`src/design/event_duration_timer_bank_core_macros.svh`:
```
// ----------------------------------------------------------------------------
// Assertion macros for the event duration timer bank
// Concurrent checks clocked by clk and disabled while rst_n is low.
// ----------------------------------------------------------------------------
`ifndef EVENT_DURATION_TIMER_BANK_CORE_MACROS_SVH
`define EVENT_DURATION_TIMER_BANK_CORE_MACROS_SVH

`ifndef SYNTHESIS

// The property must hold at every clock edge out of reset.
`define EDTB_ASSERT(lbl, prop, msg) \
  lbl: assert property (@(posedge clk) disable iff (!rst_n) (prop)) else $error(msg);

// The condition must never be true at a clock edge out of reset.
`define EDTB_ASSERT_NEVER(lbl, cond, msg) \
  lbl: assert property (@(posedge clk) disable iff (!rst_n) !(cond)) else $error(msg);

`else

`define EDTB_ASSERT(lbl, prop, msg)
`define EDTB_ASSERT_NEVER(lbl, cond, msg)

`endif

`endif

```
`src/design/edtb_pkg.sv`:
```
// ----------------------------------------------------------------------------
// Event duration timer bank package
// Shared widths, command and operation codes, and the queue item type.
// ----------------------------------------------------------------------------
`default_nettype none

package edtb_pkg;

  localparam int CODE_W     = 16;
  localparam int DUR_W      = 16;
  localparam int TIME_W     = 32;
  localparam int COUNT_W    = 5;
  localparam int CFG_IDX_W  = 2;
  localparam int CFG_DATA_W = 64;
  localparam int BCOUNT_W   = 3;
  localparam int SPAN_W     = 22;   // a duration in minutes times sixty
  localparam int SEC_PER_MIN = 60;
  localparam int COUNT_MAX  = 31;

  localparam int QUEUE_DEPTH = 2;
  localparam int QPTR_W      = $clog2(QUEUE_DEPTH);

  // Configuration register indexes
  localparam logic [CFG_IDX_W-1:0] CFG_EVENT_CODES   = 2'd0;
  localparam logic [CFG_IDX_W-1:0] CFG_DURATIONS     = 2'd1;
  localparam logic [CFG_IDX_W-1:0] CFG_BINDING_COUNT = 2'd2;

  // Input commands
  localparam logic CMD_EVENT = 1'b0;
  localparam logic CMD_TICK  = 1'b1;

  // Operations handed from the front to the back
  localparam logic [1:0] OP_MISS  = 2'd0;
  localparam logic [1:0] OP_START = 2'd1;
  localparam logic [1:0] OP_TICK  = 2'd2;

  typedef struct packed {
    logic [1:0]        op;
    logic [TIME_W-1:0] tval;   // end time for a start, tick time for a tick
  } edtb_item_t;

endpackage

`default_nettype wire

```
`src/design/edtb_front.sv`:
```
// ----------------------------------------------------------------------------
// Event duration timer bank front end
// Holds the binding table, matches events and computes saturated end times.
// ----------------------------------------------------------------------------
`default_nettype none

module edtb_front #(
  parameter int BINDINGS = 4
) (
  input  wire logic                               clk,
  input  wire logic                               rst_n,
  input  wire logic                               cfg_we,
  input  wire logic [edtb_pkg::CFG_IDX_W-1:0]     cfg_index,
  input  wire logic [edtb_pkg::CFG_DATA_W-1:0]    cfg_wdata,
  input  wire logic                               in_cmd,
  input  wire logic [edtb_pkg::CODE_W-1:0]        in_event_code,
  input  wire logic [edtb_pkg::TIME_W-1:0]        in_now_seconds,
  output edtb_pkg::edtb_item_t                    item
);

  logic [edtb_pkg::CFG_DATA_W-1:0] codes_r;
  logic [edtb_pkg::CFG_DATA_W-1:0] durs_r;
  logic [edtb_pkg::BCOUNT_W-1:0]   bcount_r;

  logic                          hit;
  logic [edtb_pkg::DUR_W-1:0]    dur;
  logic [edtb_pkg::SPAN_W-1:0]   span;
  logic [edtb_pkg::TIME_W:0]     sum;
  logic [edtb_pkg::TIME_W-1:0]   end_time;

  always_ff @(posedge clk) begin
    if (!rst_n) begin
      codes_r  <= '0;
      durs_r   <= '0;
      bcount_r <= '0;
    end else if (cfg_we) begin
      unique case (cfg_index)
        edtb_pkg::CFG_EVENT_CODES:   codes_r  <= cfg_wdata;
        edtb_pkg::CFG_DURATIONS:     durs_r   <= cfg_wdata;
        edtb_pkg::CFG_BINDING_COUNT: bcount_r <= cfg_wdata[edtb_pkg::BCOUNT_W-1:0];
        default: ;
      endcase
    end
  end

  // First binding in use whose code matches wins. A count above BINDINGS
  // needs no clamp since the loop stops at BINDINGS.
  always_comb begin
    hit = 1'b0;
    dur = '0;
    for (int i = 0; i < BINDINGS; i++) begin
      if (!hit && (edtb_pkg::BCOUNT_W'(i) < bcount_r) &&
          (codes_r[i*edtb_pkg::CODE_W +: edtb_pkg::CODE_W] == in_event_code)) begin
        hit = 1'b1;
        dur = durs_r[i*edtb_pkg::DUR_W +: edtb_pkg::DUR_W];
      end
    end
  end

  assign span = {{(edtb_pkg::SPAN_W-edtb_pkg::DUR_W){1'b0}}, dur} *
                edtb_pkg::SPAN_W'(edtb_pkg::SEC_PER_MIN);
  assign sum  = {1'b0, in_now_seconds} +
                {{(edtb_pkg::TIME_W+1-edtb_pkg::SPAN_W){1'b0}}, span};
  assign end_time = sum[edtb_pkg::TIME_W] ? '1 : sum[edtb_pkg::TIME_W-1:0];

  always_comb begin
    if (in_cmd == edtb_pkg::CMD_TICK) begin
      item.op   = edtb_pkg::OP_TICK;
      item.tval = in_now_seconds;
    end else if (hit) begin
      item.op   = edtb_pkg::OP_START;
      item.tval = end_time;
    end else begin
      item.op   = edtb_pkg::OP_MISS;
      item.tval = '0;
    end
  end

endmodule

`default_nettype wire

```
`src/design/edtb_queue.sv`:
```
// ----------------------------------------------------------------------------
// Event duration timer bank item queue
// A short FIFO of classified items between the front end and the back end.
// ----------------------------------------------------------------------------
`default_nettype none
`include "event_duration_timer_bank_core_macros.svh"

module edtb_queue (
  input  wire logic                 clk,
  input  wire logic                 rst_n,
  input  wire logic                 push,
  input  wire edtb_pkg::edtb_item_t push_item,
  output logic                      full,
  input  wire logic                 pop,
  output logic                      not_empty,
  output edtb_pkg::edtb_item_t      head
);

  edtb_pkg::edtb_item_t             entry_r [edtb_pkg::QUEUE_DEPTH];
  logic [edtb_pkg::QPTR_W-1:0]      wr_ptr_r;
  logic [edtb_pkg::QPTR_W-1:0]      rd_ptr_r;
  logic [edtb_pkg::QPTR_W:0]        count_r;

  assign full      = (count_r == (edtb_pkg::QPTR_W+1)'(edtb_pkg::QUEUE_DEPTH));
  assign not_empty = (count_r != '0);
  assign head      = entry_r[rd_ptr_r];

  always_ff @(posedge clk) begin
    if (push) begin
      entry_r[wr_ptr_r] <= push_item;
    end
  end

  always_ff @(posedge clk) begin
    if (!rst_n) begin
      wr_ptr_r <= '0;
      rd_ptr_r <= '0;
      count_r  <= '0;
    end else begin
      if (push) begin
        wr_ptr_r <= wr_ptr_r + 1'b1;
      end
      if (pop) begin
        rd_ptr_r <= rd_ptr_r + 1'b1;
      end
      if (push && !pop) begin
        count_r <= count_r + 1'b1;
      end else if (pop && !push) begin
        count_r <= count_r - 1'b1;
      end
    end
  end

  `EDTB_ASSERT_NEVER(a_queue_overrun, push && full && !pop, "edtb: item pushed into a full queue")
  `EDTB_ASSERT_NEVER(a_queue_underrun, pop && !not_empty, "edtb: item popped from an empty queue")

endmodule

`default_nettype wire

```
`src/design/edtb_back.sv`:
```
// ----------------------------------------------------------------------------
// Event duration timer bank back end
// Keeps the pending intervals, applies starts and ticks, registers results.
// ----------------------------------------------------------------------------
`default_nettype none
`include "event_duration_timer_bank_core_macros.svh"

module edtb_back #(
  parameter int PENDING_DEPTH = 16
) (
  input  wire logic                          clk,
  input  wire logic                          rst_n,
  input  wire logic                          q_not_empty,
  input  wire edtb_pkg::edtb_item_t          q_head,
  output logic                               pop,
  output logic                               out_valid,
  input  wire logic                          out_stall,
  output logic                               out_alarm_set,
  output logic [edtb_pkg::TIME_W-1:0]        out_alarm_time,
  output logic [edtb_pkg::COUNT_W-1:0]       out_active_count,
  output logic                               out_dropped
);

  localparam int SLOT_W = (PENDING_DEPTH > 1) ? $clog2(PENDING_DEPTH) : 1;
  localparam int CNT_W  = $clog2(PENDING_DEPTH + 1);

  logic [PENDING_DEPTH-1:0]      valid_r;
  logic [PENDING_DEPTH-1:0]      valid_nxt;
  logic [edtb_pkg::TIME_W-1:0]   end_r [PENDING_DEPTH];
  logic [CNT_W-1:0]              active_r;
  logic [CNT_W-1:0]              active_nxt;

  logic                          out_valid_r;
  logic                          out_alarm_set_r;
  logic [edtb_pkg::TIME_W-1:0]   out_alarm_time_r;
  logic [edtb_pkg::COUNT_W-1:0]  out_active_count_r;
  logic                          out_dropped_r;

  logic                          free_found;
  logic [SLOT_W-1:0]             free_slot;
  logic [PENDING_DEPTH-1:0]      expired;
  logic [CNT_W-1:0]              n_expired;
  logic                          do_write;
  logic                          alarm_nxt;
  logic                          drop_nxt;
  logic [edtb_pkg::COUNT_W-1:0]  count_nxt;

  assign pop = q_not_empty && (!out_valid_r || !out_stall);

  // Lowest free slot and the set of entries that a tick would retire.
  always_comb begin
    free_found = 1'b0;
    free_slot  = '0;
    n_expired  = '0;
    for (int i = 0; i < PENDING_DEPTH; i++) begin
      expired[i] = valid_r[i] && (end_r[i] <= q_head.tval);
      n_expired  = n_expired + CNT_W'(expired[i]);
      if (!valid_r[i] && !free_found) begin
        free_found = 1'b1;
        free_slot  = SLOT_W'(i);
      end
    end
  end

  always_comb begin
    valid_nxt  = valid_r;
    active_nxt = active_r;
    do_write   = 1'b0;
    alarm_nxt  = 1'b0;
    drop_nxt   = 1'b0;
    unique case (q_head.op)
      edtb_pkg::OP_START: begin
        if (free_found) begin
          do_write             = 1'b1;
          alarm_nxt            = 1'b1;
          valid_nxt[free_slot] = 1'b1;
          active_nxt           = active_r + 1'b1;
        end else begin
          drop_nxt = 1'b1;
        end
      end
      edtb_pkg::OP_TICK: begin
        valid_nxt  = valid_r & ~expired;
        active_nxt = active_r - n_expired;
      end
      default: ;
    endcase
  end

  // The reported count saturates when the store can hold more than it shows.
  assign count_nxt = (active_nxt > CNT_W'(edtb_pkg::COUNT_MAX)) ?
                     edtb_pkg::COUNT_W'(edtb_pkg::COUNT_MAX) :
                     edtb_pkg::COUNT_W'(active_nxt);

  always_ff @(posedge clk) begin
    if (!rst_n) begin
      valid_r  <= '0;
      active_r <= '0;
    end else if (pop) begin
      valid_r  <= valid_nxt;
      active_r <= active_nxt;
    end
  end

  always_ff @(posedge clk) begin
    if (pop && do_write) begin
      end_r[free_slot] <= q_head.tval;
    end
  end

  always_ff @(posedge clk) begin
    if (!rst_n) begin
      out_valid_r <= 1'b0;
    end else if (pop) begin
      out_valid_r <= 1'b1;
    end else if (!out_stall) begin
      out_valid_r <= 1'b0;
    end
  end

  always_ff @(posedge clk) begin
    if (pop) begin
      out_alarm_set_r    <= alarm_nxt;
      out_alarm_time_r   <= alarm_nxt ? q_head.tval : '0;
      out_active_count_r <= count_nxt;
      out_dropped_r      <= drop_nxt;
    end
  end

  assign out_valid        = out_valid_r;
  assign out_alarm_set    = out_alarm_set_r;
  assign out_alarm_time   = out_alarm_time_r;
  assign out_active_count = out_active_count_r;
  assign out_dropped      = out_dropped_r;

  `EDTB_ASSERT(a_count_tracks_valid, active_r == $countones(valid_r), "edtb: active count differs from valid entries")
  `EDTB_ASSERT(a_start_raises_alarm, (pop && q_head.op == edtb_pkg::OP_START && free_found) |=> (out_valid_r && out_alarm_set_r), "edtb: start with a free slot gave no alarm")
  `EDTB_ASSERT_NEVER(a_alarm_and_drop, out_valid_r && out_alarm_set_r && out_dropped_r, "edtb: result both set an alarm and dropped")

endmodule

`default_nettype wire

```
`src/design/event_duration_timer_bank_core.sv`:
```
// ----------------------------------------------------------------------------
// Event duration timer bank
// Events and ticks enter on the in_ channel, each carrying the current time
// in seconds, and every item yields exactly one result on the out_ channel.
// The front end matches an event against the binding table and computes its
// saturated end time in the cycle the item is taken; a two-item queue hands
// it to the back end, which updates the pending store (one comparator per
// entry, so a tick retires all due intervals at once) and loads the output
// register. Sustained rate is one item per cycle while out_stall is low; an
// accepted item is written into the queue, and its result is loaded into the
// output register when the back end pops it, and the queue keeps the input
// open for two more items while a result waits. The pending store needs no
// clearing pass after reset.
// ----------------------------------------------------------------------------
`default_nettype none

module event_duration_timer_bank_core #(
  parameter int BINDINGS      = 4,
  parameter int PENDING_DEPTH = 16
) (
  input  wire logic                            clk,
  input  wire logic                            rst_n,
  input  wire logic                            cfg_we,
  input  wire logic [edtb_pkg::CFG_IDX_W-1:0]  cfg_index,
  input  wire logic [edtb_pkg::CFG_DATA_W-1:0] cfg_wdata,
  input  wire logic                            in_valid,
  output logic                                 in_stall,
  input  wire logic                            in_cmd,
  input  wire logic [edtb_pkg::CODE_W-1:0]     in_event_code,
  input  wire logic [edtb_pkg::TIME_W-1:0]     in_now_seconds,
  output logic                                 out_valid,
  input  wire logic                            out_stall,
  output logic                                 out_alarm_set,
  output logic [edtb_pkg::TIME_W-1:0]          out_alarm_time,
  output logic [edtb_pkg::COUNT_W-1:0]         out_active_count,
  output logic                                 out_dropped
);

  edtb_pkg::edtb_item_t front_item;
  edtb_pkg::edtb_item_t q_head;
  logic                 q_full;
  logic                 q_not_empty;
  logic                 q_pop;
  logic                 q_push;

  assign in_stall = q_full;
  assign q_push   = in_valid && !q_full;

  edtb_front #(
    .BINDINGS (BINDINGS)
  ) u_front (
    .clk            (clk),
    .rst_n          (rst_n),
    .cfg_we         (cfg_we),
    .cfg_index      (cfg_index),
    .cfg_wdata      (cfg_wdata),
    .in_cmd         (in_cmd),
    .in_event_code  (in_event_code),
    .in_now_seconds (in_now_seconds),
    .item           (front_item)
  );

  edtb_queue u_queue (
    .clk       (clk),
    .rst_n     (rst_n),
    .push      (q_push),
    .push_item (front_item),
    .full      (q_full),
    .pop       (q_pop),
    .not_empty (q_not_empty),
    .head      (q_head)
  );

  edtb_back #(
    .PENDING_DEPTH (PENDING_DEPTH)
  ) u_back (
    .clk              (clk),
    .rst_n            (rst_n),
    .q_not_empty      (q_not_empty),
    .q_head           (q_head),
    .pop              (q_pop),
    .out_valid        (out_valid),
    .out_stall        (out_stall),
    .out_alarm_set    (out_alarm_set),
    .out_alarm_time   (out_alarm_time),
    .out_active_count (out_active_count),
    .out_dropped      (out_dropped)
  );

endmodule

`default_nettype wire
```
`config.mk`:
```
export PLATFORM = sky130hd
export DESIGN_NAME = event_duration_timer_bank_core
export DESIGN_NICKNAME = d
export VERILOG_FILES = /design/src/design/edtb_pkg.sv /design/src/design/edtb_front.sv /design/src/design/edtb_queue.sv /design/src/design/edtb_back.sv /design/src/design/event_duration_timer_bank_core.sv
export VERILOG_INCLUDE_DIRS = /design/src /design/src/design
export SDC_FILE = /design/constraint.sdc
export NUM_CORES = 2
export LEC_CHECK = 0
export ABC_AREA = 1
export BUFFER_PORTS_ARGS = -buffer_cell sky130_fd_sc_hd__buf_2
export CORE_AREA = 2 2 246 272
export DETAILED_ROUTE_END_ITERATION = 8
export DIE_AREA = 0 0 248 274
export GPL_TIMING_DRIVEN = 0
export PLACE_DENSITY = 0.86
export RECOVER_POWER = 50
export SETUP_SLACK_MARGIN = 0.2
export SLEW_MARGIN = 20
export SYNTH_ARGS = -nofsm -noshare
export SYNTH_HDL_FRONTEND = slang
export SYNTH_HIERARCHICAL = 1
export SYNTH_SLANG_ARGS = --single-unit
```
`constraint.sdc`:
```
create_clock -name clk -period 16.1 [get_ports clk]
set_input_delay 3.22 -clock clk [delete_from_list [all_inputs] [get_ports clk]]
set_output_delay 3.22 -clock clk [all_outputs]
set_load 0.01 [all_outputs]
```
==> results.sh <==
export IMPL_cap_violations=3
export IMPL_slew_limit_headroom_pct=-82.05
export IMPL_die_area_um2=67950
export IMPL_max_freq_ghz=0.09376
export IMPL_post_cts_buffers=0
export IMPL_hold_slack_ps=471.5
export IMPL_avgSynthCellArea_um2=9.999
export IMPL_num_io_pins=161
export IMPL_place_congestion=1.011
export IMPL_stdcell_area_um2=48560
export IMPL_hold_viol=0
export IMPL_ys_seq_area_share_pct=49.43
export IMPL_io_buffers=154
export IMPL_skew_ps=35.36
export IMPL_synth_cells=4401
export IMPL_leakage_nw=21.00
export IMPL_cts_max_level=3
export IMPL_critPathKind="reg -> reg"
export IMPL_multi_input_area_um2=20130
export IMPL_final_cell_mix="nand2_1, edfxtp_1, ha_1"
export IMPL_first_global_vias=35390
export IMPL_drt_total_wl_mm=130.0
export IMPL_clkSinkCount=777
export IMPL_period_minus_slack_ps=10660
export IMPL_drt_iter0_drc=4163
export IMPL_cts_hold_fix_buffers=0
export IMPL_cp_slowest_stage_delay_ps=1020
export IMPL_ant_nets=0
export IMPL_fin_util_pct=74.10
export IMPL_finalSetupViolations=0
export IMPL_worst_ep_arrival_time_ps=11050
export IMPL_ys_types=58
export IMPL_ys_ff_latch=777
export IMPL_ff_latch_area_um2=21750
export IMPL_track_usage_pct=38.03
export IMPL_dieHeight_um=274
export IMPL_routed_via_density=6.346
export IMPL_initial_core_util_pct=67.16
export IMPL_fin_crit_sh_pct=66.24
export IMPL_drc=0
export IMPL_syn_area_um2=44000
export IMPL_cp_data_required_time_ps=16480
export IMPL_clk_pin_slew_ps=60
export IMPL_cts_inserted_buffers=78
export IMPL_peakVddDrop_uv=141.6
export IMPL_worst_pin_slew_ps=2731
export IMPL_die_w_um=248
export IMPL_hp_class="reg -> reg"
export IMPL_vias=35490
export IMPL_end_kind="flip-flop"
export IMPL_tns_ps=0
export IMPL_yosys_warnings=6
export IMPL_area_growth_pct=10.35
export IMPL_antenna_found_initial=0
export IMPL_grt_max_degree=43
export IMPL_synth_area_leaders="edfxtp_1, ha_1, nand2_1"
export IMPL_failed_checks="capacitance limit, slew limit"
export IMPL_power_density_nw_per_um2=138.4
export IMPL_avgRoutedWirePerCell_um=23.24
export IMPL_mostFrequentLayoutCell="nand2_1"
export IMPL_place_area_um2=46410
export IMPL_nFillCells=4331
export IMPL_status="finished, violations left"
export IMPL_synth_top_area_share_pct=42.24
export IMPL_worst_path_max_delay_cell="mux2_1"
export IMPL_core_area_um2=65530
export IMPL_dp_hpwl_mm=88.27
export IMPL_grt_overflow_total=0
export IMPL_crit_top_cell="inv_1"
export IMPL_cts_resized=0
export IMPL_clockBufferDepth=3
export IMPL_clockRootBuffer="clkbuf_16"
export IMPL_yosysTopAreaCell="edfxtp_1"
export IMPL_fin_nets=5415
export IMPL_syn_nets=5145
export IMPL_maxSlewViolCount=105
export IMPL_grt_pass1_wl_mm=193.7
export IMPL_core_rowCount=99
export IMPL_rsz0062_at_grt="no"
export IMPL_insertion_delay_ps=640
export IMPL_drtPass1Iterations=8
export IMPL_layout_drive_gt1_share_pct=8.138
export IMPL_design_power_total_mw=6.721
export IMPL_crit_fanout=17
export IMPL_critPathLaunchType="flip-flop"
export IMPL_cts_tree="done"
## worst paths after layout
kind	start	slack [ps]	depth (start not counted)	endpoint
max reg2reg	flip-flop	5440	34	u_back/out_active_count[4]
min	u_front/codes_r[57]	470	2	u_front/codes_r[57]
max	flip-flop	5440	34	u_back/out_active_count[4]
min reg2reg	u_front/codes_r[57]	470	2	u_front/codes_r[57]
## sequential cells by signal, indices dropped and copies added (netlist names), named ones only
register,count
u_back/end_r,512
u_queue/entry_r,68
u_front/codes_r,64
u_front/durs_r,64
u_back/out_alarm_time,32
u_back/valid_r,16
u_back/active_r,5
u_back/out_active_count,5
u_front/bcount_r,3
u_queue/count_r,2
u_back/out_alarm_set,1
u_back/out_dropped,1
u_back/out_valid,1
u_queue/rd_ptr_r,1
u_queue/wr_ptr_r,1
## metal layers
| metal | wire length (um) | part of all wire (%) | track usage [%] |
|---|---|---|---|
| met2 | 61360 | 47 | 63.26 |
| met5 | 0 | 0 | 0 |
| met1 | 45120 | 35 | 44.11 |
| met4 | 10790 | 8.3 | 28.77 |
| met3 | 12700 | 9.8 | 6.264 |
## worst max-delay path: cells and delay by family (launching register included)
| kind | cells | cell delay (ps) |
|---|---|---|
| muxes | 1 | 1020 |
| AOI/OAI and AO/OA | 4 | 940 |
| and+or+nand+nor | 11 | 2330 |
| xor gates and xnor gates | 1 | 130 |
| adders and majority gates | 8 | 3640 |
| DFF | 1 | 300 |
| buffers and inverters | 9 | 2030 |
## stage by stage
step / instances / setup WS, ps
floorplan: 4401 / 7528
global placement: 5413 / 6020
detailed placement: 5449 / 6005
CTS: 5589 / 6625
global route: 5589 / 5224
finish: 5592 / 5435
## Yosys cell counts (all sizes together)
| cell type | n |
|---|---|
| o21bai | 7 |
| a221oi | 1 |
| edfxtp | 619 |
| nor3b | 1 |
| a21oi | 364 |
| o211ai | 21 |
| nor4 | 24 |
| nand4 | 86 |
| clkinv | 2 |
| nand3 | 176 |
| or2 | 14 |
| nor2 | 471 |
| o221ai | 1 |
| and3 | 1 |
| buf | 29 |
| inv | 429 |
| nand2 | 853 |
| a22oi | 1 |
| fa | 48 |
| nor3 | 38 |
| a21boi | 3 |
| xnor2 | 24 |
| dfxtp | 158 |
| nand3b | 7 |
| a31o | 2 |
| mux2 | 34 |
| a21o | 2 |
| o21a | 20 |
| a211oi | 6 |
| ha | 576 |
| xor2 | 33 |
| a31oi | 12 |
| clkbuf | 48 |
| o21ai | 282 |
| o31ai | 1 |
| and2 | 7 |
## where the power goes
group	switching [mW]	internal, mW	total [mW]	leakage [nW]
registers	0.0493	2.46	2.51	6.95
clock network	0.786	0.971	1.76	1.17
logic	1.72	0.736	2.46	12.9
## cells by family (layout without fill, tap and decap cells)
group	count (synthesis)	after routing	share of synthesized area [%]
simple gates	1678	1678	16.24
flops	777	777	49.43
compound gates	723	723	8.757
fa+ha+maj	624	624	18.56
buf+inv	508	838	4.757
xor+xnor	57	57	1.134
mux	34	34	1.126
other cells	0	3	0
## layout make-up
type / instances / share of cell area (%)
sequential: 777 / 44.79
multi-input combinational: 3116 / 41.46
clock buffer: 93 / 4.264
inverter: 431 / 3.357
timing repair buffer: 190 / 2.350
tap: 858 / 2.211
buffer: 77 / 0.8271
clock inverter: 47 / 0.7189
antenna: 3 / 0.01546
Power figures use the tool's default switching activity.
